--- src/hw/rtl/cfpp_pkg.sv ---
// Package for the CRC-32 checked packet deframer: sizes, framing bytes,
// status codes, state types and the byte-wise CRC-32 update.
// No dependencies.
`default_nettype none

package cfpp_pkg;

  localparam int unsigned BufDepth = 64;
  localparam int unsigned BufAddrW = $clog2(BufDepth);
  localparam int unsigned FillW    = BufAddrW + 1;

  localparam logic [7:0]  ChSlash  = 8'h2F;
  localparam logic [7:0]  ChStar   = 8'h2A;
  localparam logic [FillW-1:0] FixedOverhead = FillW'(13);

  localparam logic [31:0] CrcPoly = 32'hEDB88320;
  localparam logic [31:0] CrcInit = 32'hFFFFFFFF;

  typedef enum logic [1:0] {
    ST_ACCEPTED  = 2'd0,
    ST_NO_HEADER = 2'd1,
    ST_INVALID   = 2'd2,
    ST_DATA      = 2'd3
  } status_e;

  typedef enum logic [2:0] {
    PH_HEADER  = 3'd0,
    PH_LENGTH  = 3'd1,
    PH_TYPE    = 3'd2,
    PH_BODY    = 3'd3,
    PH_CHECK   = 3'd4,
    PH_TRAILER = 3'd5
  } phase_e;

  typedef enum logic [1:0] {
    C_IDLE = 2'd0,
    C_PROC = 2'd1,
    C_READ = 2'd2,
    C_SEND = 2'd3
  } ctl_e;

  typedef struct packed {
    status_e    status;
    logic [7:0] data_byte;
    logic [6:0] packet_size;
    logic       last;
  } result_t;

  // Reflected CRC-32 over one byte. The shifts are linear, so this folds into
  // a shallow XOR network.
  function automatic logic [31:0] crc_byte(input logic [31:0] crc, input logic [7:0] b);
    logic [31:0] c;
    c = crc ^ {24'd0, b};
    for (int k = 0; k < 8; k++) begin
      c = c[0] ? ((c >> 1) ^ CrcPoly) : (c >> 1);
    end
    return c;
  endfunction

endpackage

`default_nettype wire

--- src/hw/rtl/crc32_framed_packet_parser_unit.sv ---
// CRC-32 checked packet deframer. A byte is captured into rx_q when taken
// and processed in C_PROC, which loads any status for it into the output
// register once that register is free; the input is stalled until then. A full,
// stalled output register holds the byte in processing. A good packet is
// replayed from the frame buffer byte by byte (read, then send), with the
// input stalled meanwhile. Reset clears all control state; the frame buffer
// is not cleared, every replayed byte was written in its packet.
// Depends on cfpp_pkg, cfpp_frame_ram and cfpp_out_reg.
`default_nettype none

module crc32_framed_packet_parser_unit (
  input  wire logic       clk_i,
  input  wire logic       rst_ni,
  input  wire logic       in_valid_i,
  output logic            in_stall_o,
  input  wire logic [7:0] rx_byte_i,
  output logic            out_valid_o,
  input  wire logic       out_stall_i,
  output logic [1:0]      status_o,
  output logic [7:0]      data_byte_o,
  output logic [6:0]      packet_size_o,
  output logic            last_o
);
  import cfpp_pkg::*;

  ctl_e              ctl_q, ctl_d;
  phase_e            phase_q, phase_d;
  logic [FillW-1:0]  fill_q, fill_d;
  logic [FillW-1:0]  frame_len_q, frame_len_d;
  logic [FillW-1:0]  rd_idx_q, rd_idx_d;
  logic [31:0]       crc_q, crc_d;
  logic [31:0]       rx_crc_q, rx_crc_d;
  logic [7:0]        len_lo_q, len_lo_d;
  logic [7:0]        rx_q;

  logic [FillW-1:0]  fill_inc;
  logic [16:0]       len_sum;
  logic [31:0]       crc_base, crc_next;
  logic [7:0]        crc_in;
  logic              mem_we, mem_re;
  logic [7:0]        mem_rdata;
  logic              out_load, out_free;
  result_t           res_new, res_out;

  assign in_stall_o = (ctl_q != C_IDLE);

  assign fill_inc = fill_q + FillW'(1);
  assign len_sum  = {1'b0, rx_q, len_lo_q} + 17'(FixedOverhead);

  // One CRC update a byte. In the checksum phase the constant trailer bytes
  // are folded in instead, one on each of the first two checksum bytes.
  always_comb begin
    crc_base = crc_q;
    crc_in   = rx_q;
    if (phase_q == PH_HEADER && fill_q == '0) begin
      crc_base = CrcInit;
    end
    if (phase_q == PH_CHECK) begin
      crc_in = (fill_q + FillW'(6) == frame_len_q) ? ChStar : ChSlash;
    end
  end

  assign crc_next = crc_byte(crc_base, crc_in);

  cfpp_frame_ram u_ram (
    .clk_i   (clk_i),
    .we_i    (mem_we),
    .waddr_i (fill_q[BufAddrW-1:0]),
    .wdata_i (rx_q),
    .re_i    (mem_re),
    .raddr_i (rd_idx_q[BufAddrW-1:0]),
    .rdata_o (mem_rdata)
  );

  cfpp_out_reg u_out (
    .clk_i   (clk_i),
    .rst_ni  (rst_ni),
    .load_i  (out_load),
    .res_i   (res_new),
    .free_o  (out_free),
    .valid_o (out_valid_o),
    .stall_i (out_stall_i),
    .res_o   (res_out)
  );

  always_comb begin
    ctl_d       = ctl_q;
    phase_d     = phase_q;
    fill_d      = fill_q;
    frame_len_d = frame_len_q;
    rd_idx_d    = rd_idx_q;
    crc_d       = crc_q;
    rx_crc_d    = rx_crc_q;
    len_lo_d    = len_lo_q;
    mem_we      = 1'b0;
    mem_re      = 1'b0;
    out_load    = 1'b0;
    res_new     = '{status: ST_ACCEPTED, data_byte: 8'd0, packet_size: 7'd0, last: 1'b1};

    unique case (ctl_q)
      C_IDLE: begin
        if (in_valid_i) begin
          ctl_d = C_PROC;
        end
      end
      C_PROC: begin
        if (out_free) begin
          ctl_d    = C_IDLE;
          out_load = 1'b1;
          unique case (phase_q)
            PH_HEADER: begin
              priority if (fill_q == '0 && rx_q == ChSlash) begin
                mem_we = 1'b1;
                fill_d = fill_inc;
                crc_d  = crc_next;
              end else if (fill_q == FillW'(1) && rx_q == ChStar) begin
                mem_we  = 1'b1;
                fill_d  = fill_inc;
                crc_d   = crc_next;
                phase_d = PH_LENGTH;
              end else begin
                fill_d         = '0;
                res_new.status = ST_NO_HEADER;
              end
            end
            PH_LENGTH: begin
              mem_we = 1'b1;
              fill_d = fill_inc;
              crc_d  = crc_next;
              if (fill_q == FillW'(2)) begin
                len_lo_d = rx_q;
              end
              if (fill_inc == FillW'(4)) begin
                if (len_sum > 17'(BufDepth)) begin
                  phase_d        = PH_HEADER;
                  fill_d         = '0;
                  crc_d          = CrcInit;
                  res_new.status = ST_INVALID;
                end else begin
                  frame_len_d = len_sum[FillW-1:0];
                  phase_d     = PH_TYPE;
                end
              end
            end
            PH_TYPE: begin
              mem_we = 1'b1;
              fill_d = fill_inc;
              crc_d  = crc_next;
              if (fill_inc == FillW'(7)) begin
                phase_d = (frame_len_q <= FixedOverhead) ? PH_CHECK : PH_BODY;
              end
            end
            PH_BODY: begin
              mem_we = !fill_q[FillW-1];
              fill_d = fill_inc;
              crc_d  = crc_next;
              if (fill_inc + FillW'(6) == frame_len_q) begin
                phase_d = PH_CHECK;
              end
            end
            PH_CHECK: begin
              mem_we   = !fill_q[FillW-1];
              fill_d   = fill_inc;
              rx_crc_d = {rx_q, rx_crc_q[31:8]};
              if (fill_q + FillW'(6) == frame_len_q || fill_q + FillW'(5) == frame_len_q) begin
                crc_d = crc_next;
              end
              if (fill_inc + FillW'(2) == frame_len_q) begin
                if ((crc_q ^ CrcInit) != {rx_q, rx_crc_q[31:8]}) begin
                  phase_d        = PH_HEADER;
                  fill_d         = '0;
                  crc_d          = CrcInit;
                  res_new.status = ST_INVALID;
                end else begin
                  phase_d = PH_TRAILER;
                end
              end
            end
            PH_TRAILER: begin
              mem_we = !fill_q[FillW-1];
              fill_d = fill_inc;
              priority if (fill_inc + FillW'(1) == frame_len_q && rx_q == ChStar) begin
                res_new.status = ST_ACCEPTED;
              end else if (fill_inc == frame_len_q && rx_q == ChSlash) begin
                // Good packet: replay it from the buffer, no status now.
                out_load = 1'b0;
                phase_d  = PH_HEADER;
                fill_d   = '0;
                crc_d    = CrcInit;
                rd_idx_d = '0;
                ctl_d    = C_READ;
              end else begin
                phase_d        = PH_HEADER;
                fill_d         = '0;
                crc_d          = CrcInit;
                res_new.status = ST_INVALID;
              end
            end
            default: begin
              phase_d        = PH_HEADER;
              fill_d         = '0;
              crc_d          = CrcInit;
              res_new.status = ST_INVALID;
            end
          endcase
        end
      end
      C_READ: begin
        mem_re = 1'b1;
        ctl_d  = C_SEND;
      end
      C_SEND: begin
        if (out_free) begin
          out_load            = 1'b1;
          res_new.status      = ST_DATA;
          res_new.data_byte   = mem_rdata;
          res_new.packet_size = 7'(frame_len_q);
          res_new.last        = (rd_idx_q + FillW'(1) == frame_len_q);
          rd_idx_d            = rd_idx_q + FillW'(1);
          ctl_d               = res_new.last ? C_IDLE : C_READ;
        end
      end
      default: begin
        ctl_d = C_IDLE;
      end
    endcase
  end

  always_ff @(posedge clk_i or negedge rst_ni) begin
    if (!rst_ni) begin
      ctl_q       <= C_IDLE;
      phase_q     <= PH_HEADER;
      fill_q      <= '0;
      frame_len_q <= '0;
      rd_idx_q    <= '0;
      crc_q       <= CrcInit;
    end else begin
      ctl_q       <= ctl_d;
      phase_q     <= phase_d;
      fill_q      <= fill_d;
      frame_len_q <= frame_len_d;
      rd_idx_q    <= rd_idx_d;
      crc_q       <= crc_d;
    end
  end

  always_ff @(posedge clk_i) begin
    rx_crc_q <= rx_crc_d;
    len_lo_q <= len_lo_d;
    if (in_valid_i && !in_stall_o) begin
      rx_q <= rx_byte_i;
    end
  end

  assign status_o      = res_out.status;
  assign data_byte_o   = res_out.data_byte;
  assign packet_size_o = res_out.packet_size;
  assign last_o        = res_out.last;

`ifndef SYNTHESIS
  a_single_last: assert property (@(posedge clk_i) disable iff (!rst_ni)
    out_valid_o && status_o != ST_DATA |-> last_o)
    else $error("status transaction without last marker");

  a_size_range: assert property (@(posedge clk_i) disable iff (!rst_ni)
    out_valid_o && status_o == ST_DATA |->
      packet_size_o >= 7'(FixedOverhead) && packet_size_o <= 7'(BufDepth))
    else $error("delivered packet size out of range");

  a_fill_bound: assert property (@(posedge clk_i) disable iff (!rst_ni)
    fill_q <= FillW'(BufDepth))
    else $error("fill index beyond buffer depth");

  a_replay_order: assert property (@(posedge clk_i) disable iff (!rst_ni)
    ctl_q == C_READ |=> ctl_q == C_SEND && phase_q == PH_HEADER)
    else $error("buffer read not followed by send");
`endif

endmodule

`default_nettype wire

--- src/hw/rtl/cfpp_frame_ram.sv ---
// Frame buffer: single write port, single registered read port.
// Depends on cfpp_pkg for the buffer depth.
`default_nettype none

module cfpp_frame_ram (
  input  wire logic                         clk_i,
  input  wire logic                         we_i,
  input  wire logic [cfpp_pkg::BufAddrW-1:0] waddr_i,
  input  wire logic [7:0]                   wdata_i,
  input  wire logic                         re_i,
  input  wire logic [cfpp_pkg::BufAddrW-1:0] raddr_i,
  output logic      [7:0]                   rdata_o
);
  import cfpp_pkg::*;

  logic [7:0] mem [BufDepth];
  logic [7:0] rdata_q;

  always_ff @(posedge clk_i) begin
    if (we_i) begin
      mem[waddr_i] <= wdata_i;
    end
  end

  always_ff @(posedge clk_i) begin
    if (re_i) begin
      rdata_q <= mem[raddr_i];
    end
  end

  assign rdata_o = rdata_q;

endmodule

`default_nettype wire

--- src/hw/rtl/cfpp_out_reg.sv ---
// Output register stage: holds one result transaction until the consumer
// takes it. Depends on cfpp_pkg for the result type.
`default_nettype none

module cfpp_out_reg (
  input  wire logic              clk_i,
  input  wire logic              rst_ni,
  input  wire logic              load_i,
  input  wire cfpp_pkg::result_t res_i,
  output logic                   free_o,
  output logic                   valid_o,
  input  wire logic              stall_i,
  output cfpp_pkg::result_t      res_o
);
  import cfpp_pkg::*;

  logic    valid_q, valid_d;
  result_t res_q;

  // The slot can be refilled in the same cycle its transaction completes.
  assign free_o = !valid_q || !stall_i;

  always_comb begin
    valid_d = valid_q;
    if (load_i) begin
      valid_d = 1'b1;
    end else if (!stall_i) begin
      valid_d = 1'b0;
    end
  end

  always_ff @(posedge clk_i or negedge rst_ni) begin
    if (!rst_ni) begin
      valid_q <= 1'b0;
    end else begin
      valid_q <= valid_d;
    end
  end

  always_ff @(posedge clk_i) begin
    if (load_i) begin
      res_q <= res_i;
    end
  end

  assign valid_o = valid_q;
  assign res_o   = res_q;

endmodule

`default_nettype wire
--- config.mk ---
export PLATFORM = sky130hd
export DESIGN_NAME = crc32_framed_packet_parser_unit
export DESIGN_NICKNAME = d
export VERILOG_FILES = /design/src/hw/rtl/cfpp_pkg.sv /design/src/hw/rtl/crc32_framed_packet_parser_unit.sv /design/src/hw/rtl/cfpp_frame_ram.sv /design/src/hw/rtl/cfpp_out_reg.sv
export SDC_FILE = /design/constraint.sdc
export NUM_CORES = 1
export LEC_CHECK = 0
export BUFFER_PORTS_ARGS = -buffer_cell sky130_fd_sc_hd__buf_2
export CORE_MARGIN = 2
export CORE_UTILIZATION = 31
export CTS_CLUSTER_DIAMETER = 120
export CTS_CLUSTER_SIZE = 14
export DETAILED_ROUTE_END_ITERATION = 12
export HOLD_SLACK_MARGIN = 0.1
export SLEW_MARGIN = 0
export SYNTH_ARGS = -nofsm -noshare
export SYNTH_HDL_FRONTEND = slang
export SYNTH_SLANG_ARGS = --single-unit
--- constraint.sdc ---
create_clock -name clk_i -period 10.1 [get_ports clk_i]
set_clock_uncertainty 0.2 [all_clocks]
set_input_delay 0.505 -clock clk_i [delete_from_list [all_inputs] [get_ports clk_i]]
set_output_delay 0.505 -clock clk_i [all_outputs]
set_load 0.02 [all_outputs]
==> summary.md, run 1 <==
| Metric | Value |
|---|---|
| Status | `finished clean` |
| Final cell count without fillers | `2871` |
| Reg power frac | `45.1%` |
| Synth Register Bits | `637` |
| Design area | `31000 um2` |
| Most common cell in the netlist | `edfxtp_1` |
| Achievable Freq | `214 MHz` |
| Die Y | `304 um` |
| Drt total wl | `70200 um` |
| Setup WS post-layout | `5.43 ns` |
| Post-route setup TNS | `0 ns` |
| CTS tree | `yes` |
| Highest net fanout along the worst path | `25` |
| Area Overhead vs Synth | `10.8%` |
| Post-synth top flop | `edfxtp_1` |
| RSZ-0062 raised after global routing | `no` |
| Startpoint Class | `register` |
| Port Buf Inserts | `31` |
| Worst vdd ir | `0.155 mV` |
| Gr usage total | `14.9%` |
| TritonCTS Buffers | `51` |
| Hold Path End | `rx_crc_q[17]` |
| Area of the core | `89700 um2` |
| # setup viols final | `0` |
| Via density | `5.33` |
| Hold wc startpoint | `rx_crc_q[25]` |
| Antenna diodes | `0` |
| Drt wl/cell | `24.4 um` |
| Pwr per Cell Area | `233 nW/um2` |
| Psw | `2.28 mW` |
| CP required | `10.45 ns` |
| Grt total ovfl | `0` |
| Final Wtd Congestion | `0.908` |
| Slew Viols, Final | `0` |
| Leak | `9.47 nW` |
| CP arrival | `5.01 ns` |
| Largest net degree at the start of global routing | `85` |
| R2r endpoint | `crc_q[22]` |
| Hold path depth | `0` |
| Inst Count DP | `2774` |
| Slew headroom | `14.6%` |
| Initial core utilization | `31.2%` |
| DRT iter0 DRCs | `1840` |
| Synth async-reset ratio | `9.26%` |
| Clock share of power | `25.8%` |
| Yosys cell types | `84` |
| Vias | `15300` |
| Top post-synthesis cells by area | `edfxtp_1 (62%), mux4_2 (14%), xnor2_1 (3.2%), dfstp_2 (3.0%), dfrtp_1 (2.4%)` |
| Syn_area_per_cell | `17.1 um2` |
| Int Power | `4.96 mW` |
| Setup CP Type | `register to register` |
| Min cycle time layout | `4.67 ns` |
| Sequential share of the synthesized area | `67.4%` |
| Switching Share | `31.5%` |
| Post-synth top cells | `edfxtp_1 (578), mux4_2 (168), nor2_1 (141)` |
| Final hold vios | `0` |
| Worst reg2reg path depth | `10` |
| Worst-Skew Late Latency | `0.63 ns` |
| Cell Area, Synth | `28000 um2` |
| EDFF count, synth | `578` |
| Vias in the first global route | `15100` |
| Initial antenna violation count | `1` |
| FF-to-FF setup slack | `5.43 ns` |
| Boundary pin count | `32` |
| Std cell rows | `110` |
| Place WS | `5.65 ns` |
| Final period util | `46.2%` |
| Router iterations before antenna repair | `5` |
| H-tree levels | `2` |
| Layout cells sized above 1 | `21.0%` |
| Root buffer cell | `clkbuf_16` |
| Placed wire-length estimate | `44700 um` |
| First-pass GRT wire length | `104000 um` |
| Nets@finish | `1687` |
| Die Wd | `304 um` |
| Max-Cap Viols | `0` |
| Worst R2R Start | `fill_q[3]` |
| Leading area contributor after synthesis | `edfxtp_1` |
| Worst-Margin Slew | `1.28 ns` |
| Mapped Nets | `1661` |
| Post-Syn Instances | `1636` |
| Residual DRC count | `0` |
| DRT antenna net count | `0` |
| Critical Path End Type | `register` |
| Die ar. | `92700 um2` |
| Clock buffer depth | `3` |
| Share of the synthesized area in the top cell type | `62.0%` |
| Dpl cell area | `29400 um2` |
| Combinational share of power | `29.1%` |
| Total power | `7.24 mW` |
| Clock sink count | `637` |
| Hold Path Class | `register to register` |
| CTS clk-pin slew, worst paths | `0.08 ns` |
| Yosys warning total | `0` |
==> worst max-delay path by stage <==
stage / start / endpoint / slack, ns
3_3_place_gp: fill_q[0] / crc_q[22] / 5.67
6_report: fill_q[3] / crc_q[22] / 5.43
3_5_place_dp: fill_q[3] / crc_q[22] / 5.65
5_1_grt: fill_q[3] / crc_q[22] / 5.18
2_1_floorplan: rx_q[2] / crc_q[20] / 6.20
4_1_cts: fill_q[3] / crc_q[22] / 5.62
==> flip-flops by register name, indices dropped and copies added, names as in the netlist <==
signal,cells
rx_q,8
rx_crc_q,24
crc_q,32
fill_q,7
frame_len_q,7
phase_q,3
u_out.res_o,18
len_lo_q,8
u_ram.rdata_o,8
ctl_q,2
u_out.valid_o,1
rd_idx_q,7
u_ram.mem,512
==> cells in the final DEF, fill, tap and decap left out, types with 11 or more instances in the layout <==
master | Yosys | layout
edfxtp_1 | 578 | 578
and2_1 | 19 | 19
buf_4 | 4 | 27
buf_2 | 12 | 31
nor2_1 | 141 | 140
a21oi_1 | 28 | 27
dlygate4sd3_1 | 0 | 11
a22o_1 | 17 | 17
nor4_1 | 17 | 17
nand3_1 | 23 | 23
mux4_2 | 168 | 168
nor2b_1 | 12 | 12
nand4_1 | 13 | 13
dfstp_2 | 32 | 32
dfrtp_1 | 27 | 24
xnor2_1 | 101 | 101
clkbuf_1 | 56 | 31
xor2_1 | 34 | 34
o21ai_0 | 55 | 55
nor3_1 | 19 | 19
clkbuf_16 | 0 | 51
ha_1 | 13 | 13
nand2_1 | 55 | 55
inv_1 | 17 | 17
==> worst max-delay path, cell delays in order, from the launching register on <==
cell       delay [ns]
dfrtp_1          0.93
nand3_1          0.82
o21ai_0          0.51
a22oi_1          0.15
a2bb2oi_1        0.23
nor4b_1          0.45
a211oi_2         0.09
buf_4            0.23
nor2_1           0.63
o21ai_0          0.16
a21oi_1          0.20
==> power groups by stage <==
stage	combinational [mW]	clock (mW)	sequential, mW
finish	2.10	1.87	3.27
floorplan	1.55	0	3.32
detailed placement	2.10	0	3.32
global placement	2.09	0	3.32
global route	2.28	2.00	3.28
CTS	2.11	1.92	3.26
==> layer usage <==
layer	GRT usage [%]	routed length [um]
met5	0	13
met4	4.14	1650
met3	2.02	4660
met2	23.7	33400
met1	21.4	30400
==> cell type report <==
class                   instances  area, um2
clock inverters                 4       75.1
flip-flops and latches        637      18900
multi-input cells             885       8660
inverters                      18       67.6
fillers                      8359      58700
well taps                    1176       1470
clock buffers                  82       1390
repair buffers                 69        468
==> metrics by stage <==
step / util, % / hold WS, ns
finish: 34.6 / 0.274
global route: 34.6 / 0.291
CTS: 34.6 / 0.275
detailed placement: 32.8 / 0.259
global placement: 32.8 / 0.261
floorplan: - / 0.00941
==> repair_timing <==
action                                 in CTS  in global routing
setup endpoints to repair                   0                  0
endpoints found under the hold margin      37                  0
hold buffers                               11                  0
setup buffers                               0                  0
resized for setup                           0                  0
==> logic make-up after synthesis <==
kind of cell    count (synthesis)  synth area share, %
mux                           174                 13.7
buf+inv                       114                 1.67
fa+ha+maj                      13                0.581
simple gates                  344                 5.98
compound gates                199                 4.91
xor+xnor                      155                 5.66
flops                         637                 67.4
(Power assumes the default switching activity.)
==> run 2: changes to the inputs <==
--- a/config.mk
+++ b/config.mk
@@ -5,6 +5,7 @@
 export SDC_FILE = /design/constraint.sdc
 export NUM_CORES = 1
 export LEC_CHECK = 0
+export ABC_AREA = 1
 export BUFFER_PORTS_ARGS = -buffer_cell sky130_fd_sc_hd__buf_2
 export CORE_MARGIN = 2
 export CORE_UTILIZATION = 31
==> constraint.sdc (replaced) <==
create_clock -name clk_i -period 4.9 [get_ports clk_i]
set_clock_uncertainty 0.2 [all_clocks]
set_input_delay 0.245 -clock clk_i [delete_from_list [all_inputs] [get_ports clk_i]]
set_output_delay 0.245 -clock clk_i [all_outputs]
set_load 0.02 [all_outputs]
==> summary.md, run 2 <==
| Metric | Value |
|---|---|
| First-pass GRT wire length | `118000 um` |
| Most common cell after layout, fill and taps aside | `edfxtp_1` |
| DRT antenna net count | `0` |
| Leading area contributor after synthesis | `edfxtp_1` |
| Die Y | `306 um` |
| Most frequent cells in the layout | `edfxtp_1 (578), nand2_1 (471), a21oi_1 (275)` |
| Leak | `10.9 nW` |
| H-tree levels | `2` |
| RSZ-0062 raised after global routing | `no` |
| Nets@finish | `2516` |
| Drt wl/cell | `21.1 um` |
| Via density | `5.25` |
| Mapped Nets | `2504` |
| Post-Syn Instances | `2479` |
| Min cycle time layout | `4.02 ns` |
| Layout cells sized above 1 | `10.9%` |
| Most used cell, CP | `nand2_1` |
| Design area | `31400 um2` |
| Die Wd | `306 um` |
| Placed wire-length estimate | `49200 um` |
| Dpl cell area | `29800 um2` |
| Die ar. | `93900 um2` |
| Hold Path Class | `input port to asynchronous set/reset pin` |
| Yosys cell types | `55` |
| # hold bufs at CTS | `11` |
| CTS clk-pin slew, worst paths | `0.09 ns` |
| Worst vdd ir | `0.379 mV` |
| Syn_area_per_cell | `11.4 um2` |
| Crit path cell chain | `inv_1 -> nand4_1 -> nor4_1 -> nand2_1 -> nand2_1 -> nand2_1 -> o21ai_1 -> o31ai_1 -> inv_2 -> nand3_1 -> nor2_1` |
| Most common cell in the netlist | `edfxtp_1` |
| Worst-Margin Slew | `1.15 ns` |
| Share of the synthesized area in the top cell type | `61.2%` |
| Highest net fanout along the worst path | `8` |
| Residual DRC count | `0` |
| Router iterations before antenna repair | `6` |
| Synth Register Bits | `637` |
| Std cell rows | `110` |
| Worst-Skew Late Latency | `0.63 ns` |
| Largest Register | `u_ram.mem` |
| Synth async-reset ratio | `9.26%` |
| Vias in the first global route | `18700` |
| Boundary pin count | `32` |
| Setup CP Type | `register to register` |
| Max FFs per register | `512` |
| Port Buf Inserts | `31` |
| Vias | `19400` |
| TritonCTS Buffers | `51` |
| Post-synth top cells | `edfxtp_1 (578), nand2_1 (473), a21oi_1 (275)` |
| Area of the core | `90300 um2` |
| CTS tree | `yes` |
| CP arrival | `4.06 ns` |
| Area Overhead vs Synth | `10.7%` |
| Initial core utilization | `31.4%` |
| Cell Area, Synth | `28300 um2` |
| Largest registers | `u_ram.mem: 512 flops, crc_q: 32 flops, rx_crc_q: 24 flops` |
| Final hold vios | `0` |
| Yosys warning total | `0` |
| Number of buffers added for setup after CTS | `0` |
| Final Wtd Congestion | `0.917` |
| Initial antenna violation count | `2` |
| Largest net degree at the start of global routing | `71` |
| Root buffer cell | `clkbuf_16` |
| Gr usage total | `16.4%` |
| Grt total ovfl | `0` |
| Clock sink count | `637` |
| DRT iter0 DRCs | `2116` |
| Sequential share of the synthesized area | `66.6%` |
| Clock buffer depth | `3` |
| CP required | `4.94 ns` |
| Startpoint Class | `register` |
| Status | `finished clean` |
| Achievable Freq | `249 MHz` |
| Top post-synthesis cells by area | `edfxtp_1 (61%), nand2_1 (6.3%), a21oi_1 (4.9%), o221ai_1 (4.0%), dfstp_2 (3.0%)` |
| Max-Cap Viols | `0` |
| Post-CTS resize count | `0` |
| Post-synth top flop | `edfxtp_1` |
| Pwr per Cell Area | `608 nW/um2` |
| Slowest cell delay on critical path | `0.86 ns` |
| Filler instances | `8961` |
| Final period util | `82.0%` |
| Post-route setup TNS | `0 ns` |
| EDFF count, synth | `578` |
| Critical Path End Type | `register` |
| Slew Viols, Final | `0` |
| # setup viols final | `0` |
| Drt total wl | `77900 um` |
| Worst path slowest cell | `nor2_1` |
| Slew headroom | `22.9%` |
-- run 2: cell families (layout without fill, tap and decap cells) --
kind of cell | Yosys count | after routing | share of synthesized area (%)
AOI/OAI and AO/OA | 569 | 569 | 12.0
xor gates and xnor gates | 81 | 81 | 2.73
adders and majority gates | 13 | 13 | 0.574
buffers and inverters | 275 | 310 | 3.90
DFF | 637 | 637 | 66.6
other | 0 | 1 | 0
and+or+nand+nor | 904 | 904 | 14.2
-- run 2: final cells by class --
type | instances | area, um2 | area share [%]
inverter | 148 | 566 | 1.80
multi-input combinational | 1567 | 8380 | 26.7
timing repair buffer | 86 | 621 | 1.98
tap | 1176 | 1470 | 4.69
antenna | 1 | 2.50 | 0.00798
clock buffer | 73 | 1380 | 4.40
clock inverter | 3 | 58.8 | 0.188
sequential | 637 | 18900 | 60.2
-- run 2: where the power goes --
part | switching [mW] | internal (mW) | total [mW]
registers | 0.343 | 6.57 | 6.91
logic | 5.81 | 2.48 | 8.29
clock network | 1.92 | 1.95 | 3.87
-- run 2: per-layer routing --
metal | wire [um] | share of wire, % | global-route usage, % | vias up
met2 | 36200 | 47 | 26.3 | 745
li1 | - | - | - | 8936
met3 | 4980 | 6.4 | 1.98 | 146
met5 | 13 | 0.017 | 0 | -
met1 | 34000 | 44 | 22.8 | 9532
met4 | 2680 | 3.4 | 5.89 | 2
-- run 2: metrics by stage --
stage	util (%)	std cells	hold slack [ns]	setup slack (ns)	power, mW
final	34.7	3691	0.0914	0.880	19.1
after global routing	34.7	3691	0.163	0.635	20.1
after CTS	34.7	3690	0.143	0.893	19.0
after detailed placement	33.0	3603	0.249	0.924	15.2
after global placement	33.0	3603	0.248	0.994	15.2
after floorplan	-	2479	-0.251	1.35	12.6
-- run 2: final timing paths --
path	slack [ns]	cells after the start	to	from
max	0.88	11	u_ram.mem[62][6]	rx_q[6]
min	0.09	3	frame_len_q[5]	rst_ni
max reg2reg	0.88	11	u_ram.mem[62][6]	rx_q[6]
min reg2reg	0.28	0	rx_crc_q[23]	rx_crc_q[31]
max in group asynchronous	3.75	3	rd_idx_q[0]	rst_ni
min in group clk_i	0.19	2	rx_q[5]	rx_byte_i[5]
-- run 2: critical path, delay by kind of cell, from the launching register on --
family | cells | cell delay (ns)
buffers and inverters | 2 | 0.32
AO/OA/AOI/OAI | 2 | 0.22
flip-flops | 1 | 0.40
AND/OR/NAND/NOR | 7 | 2.48
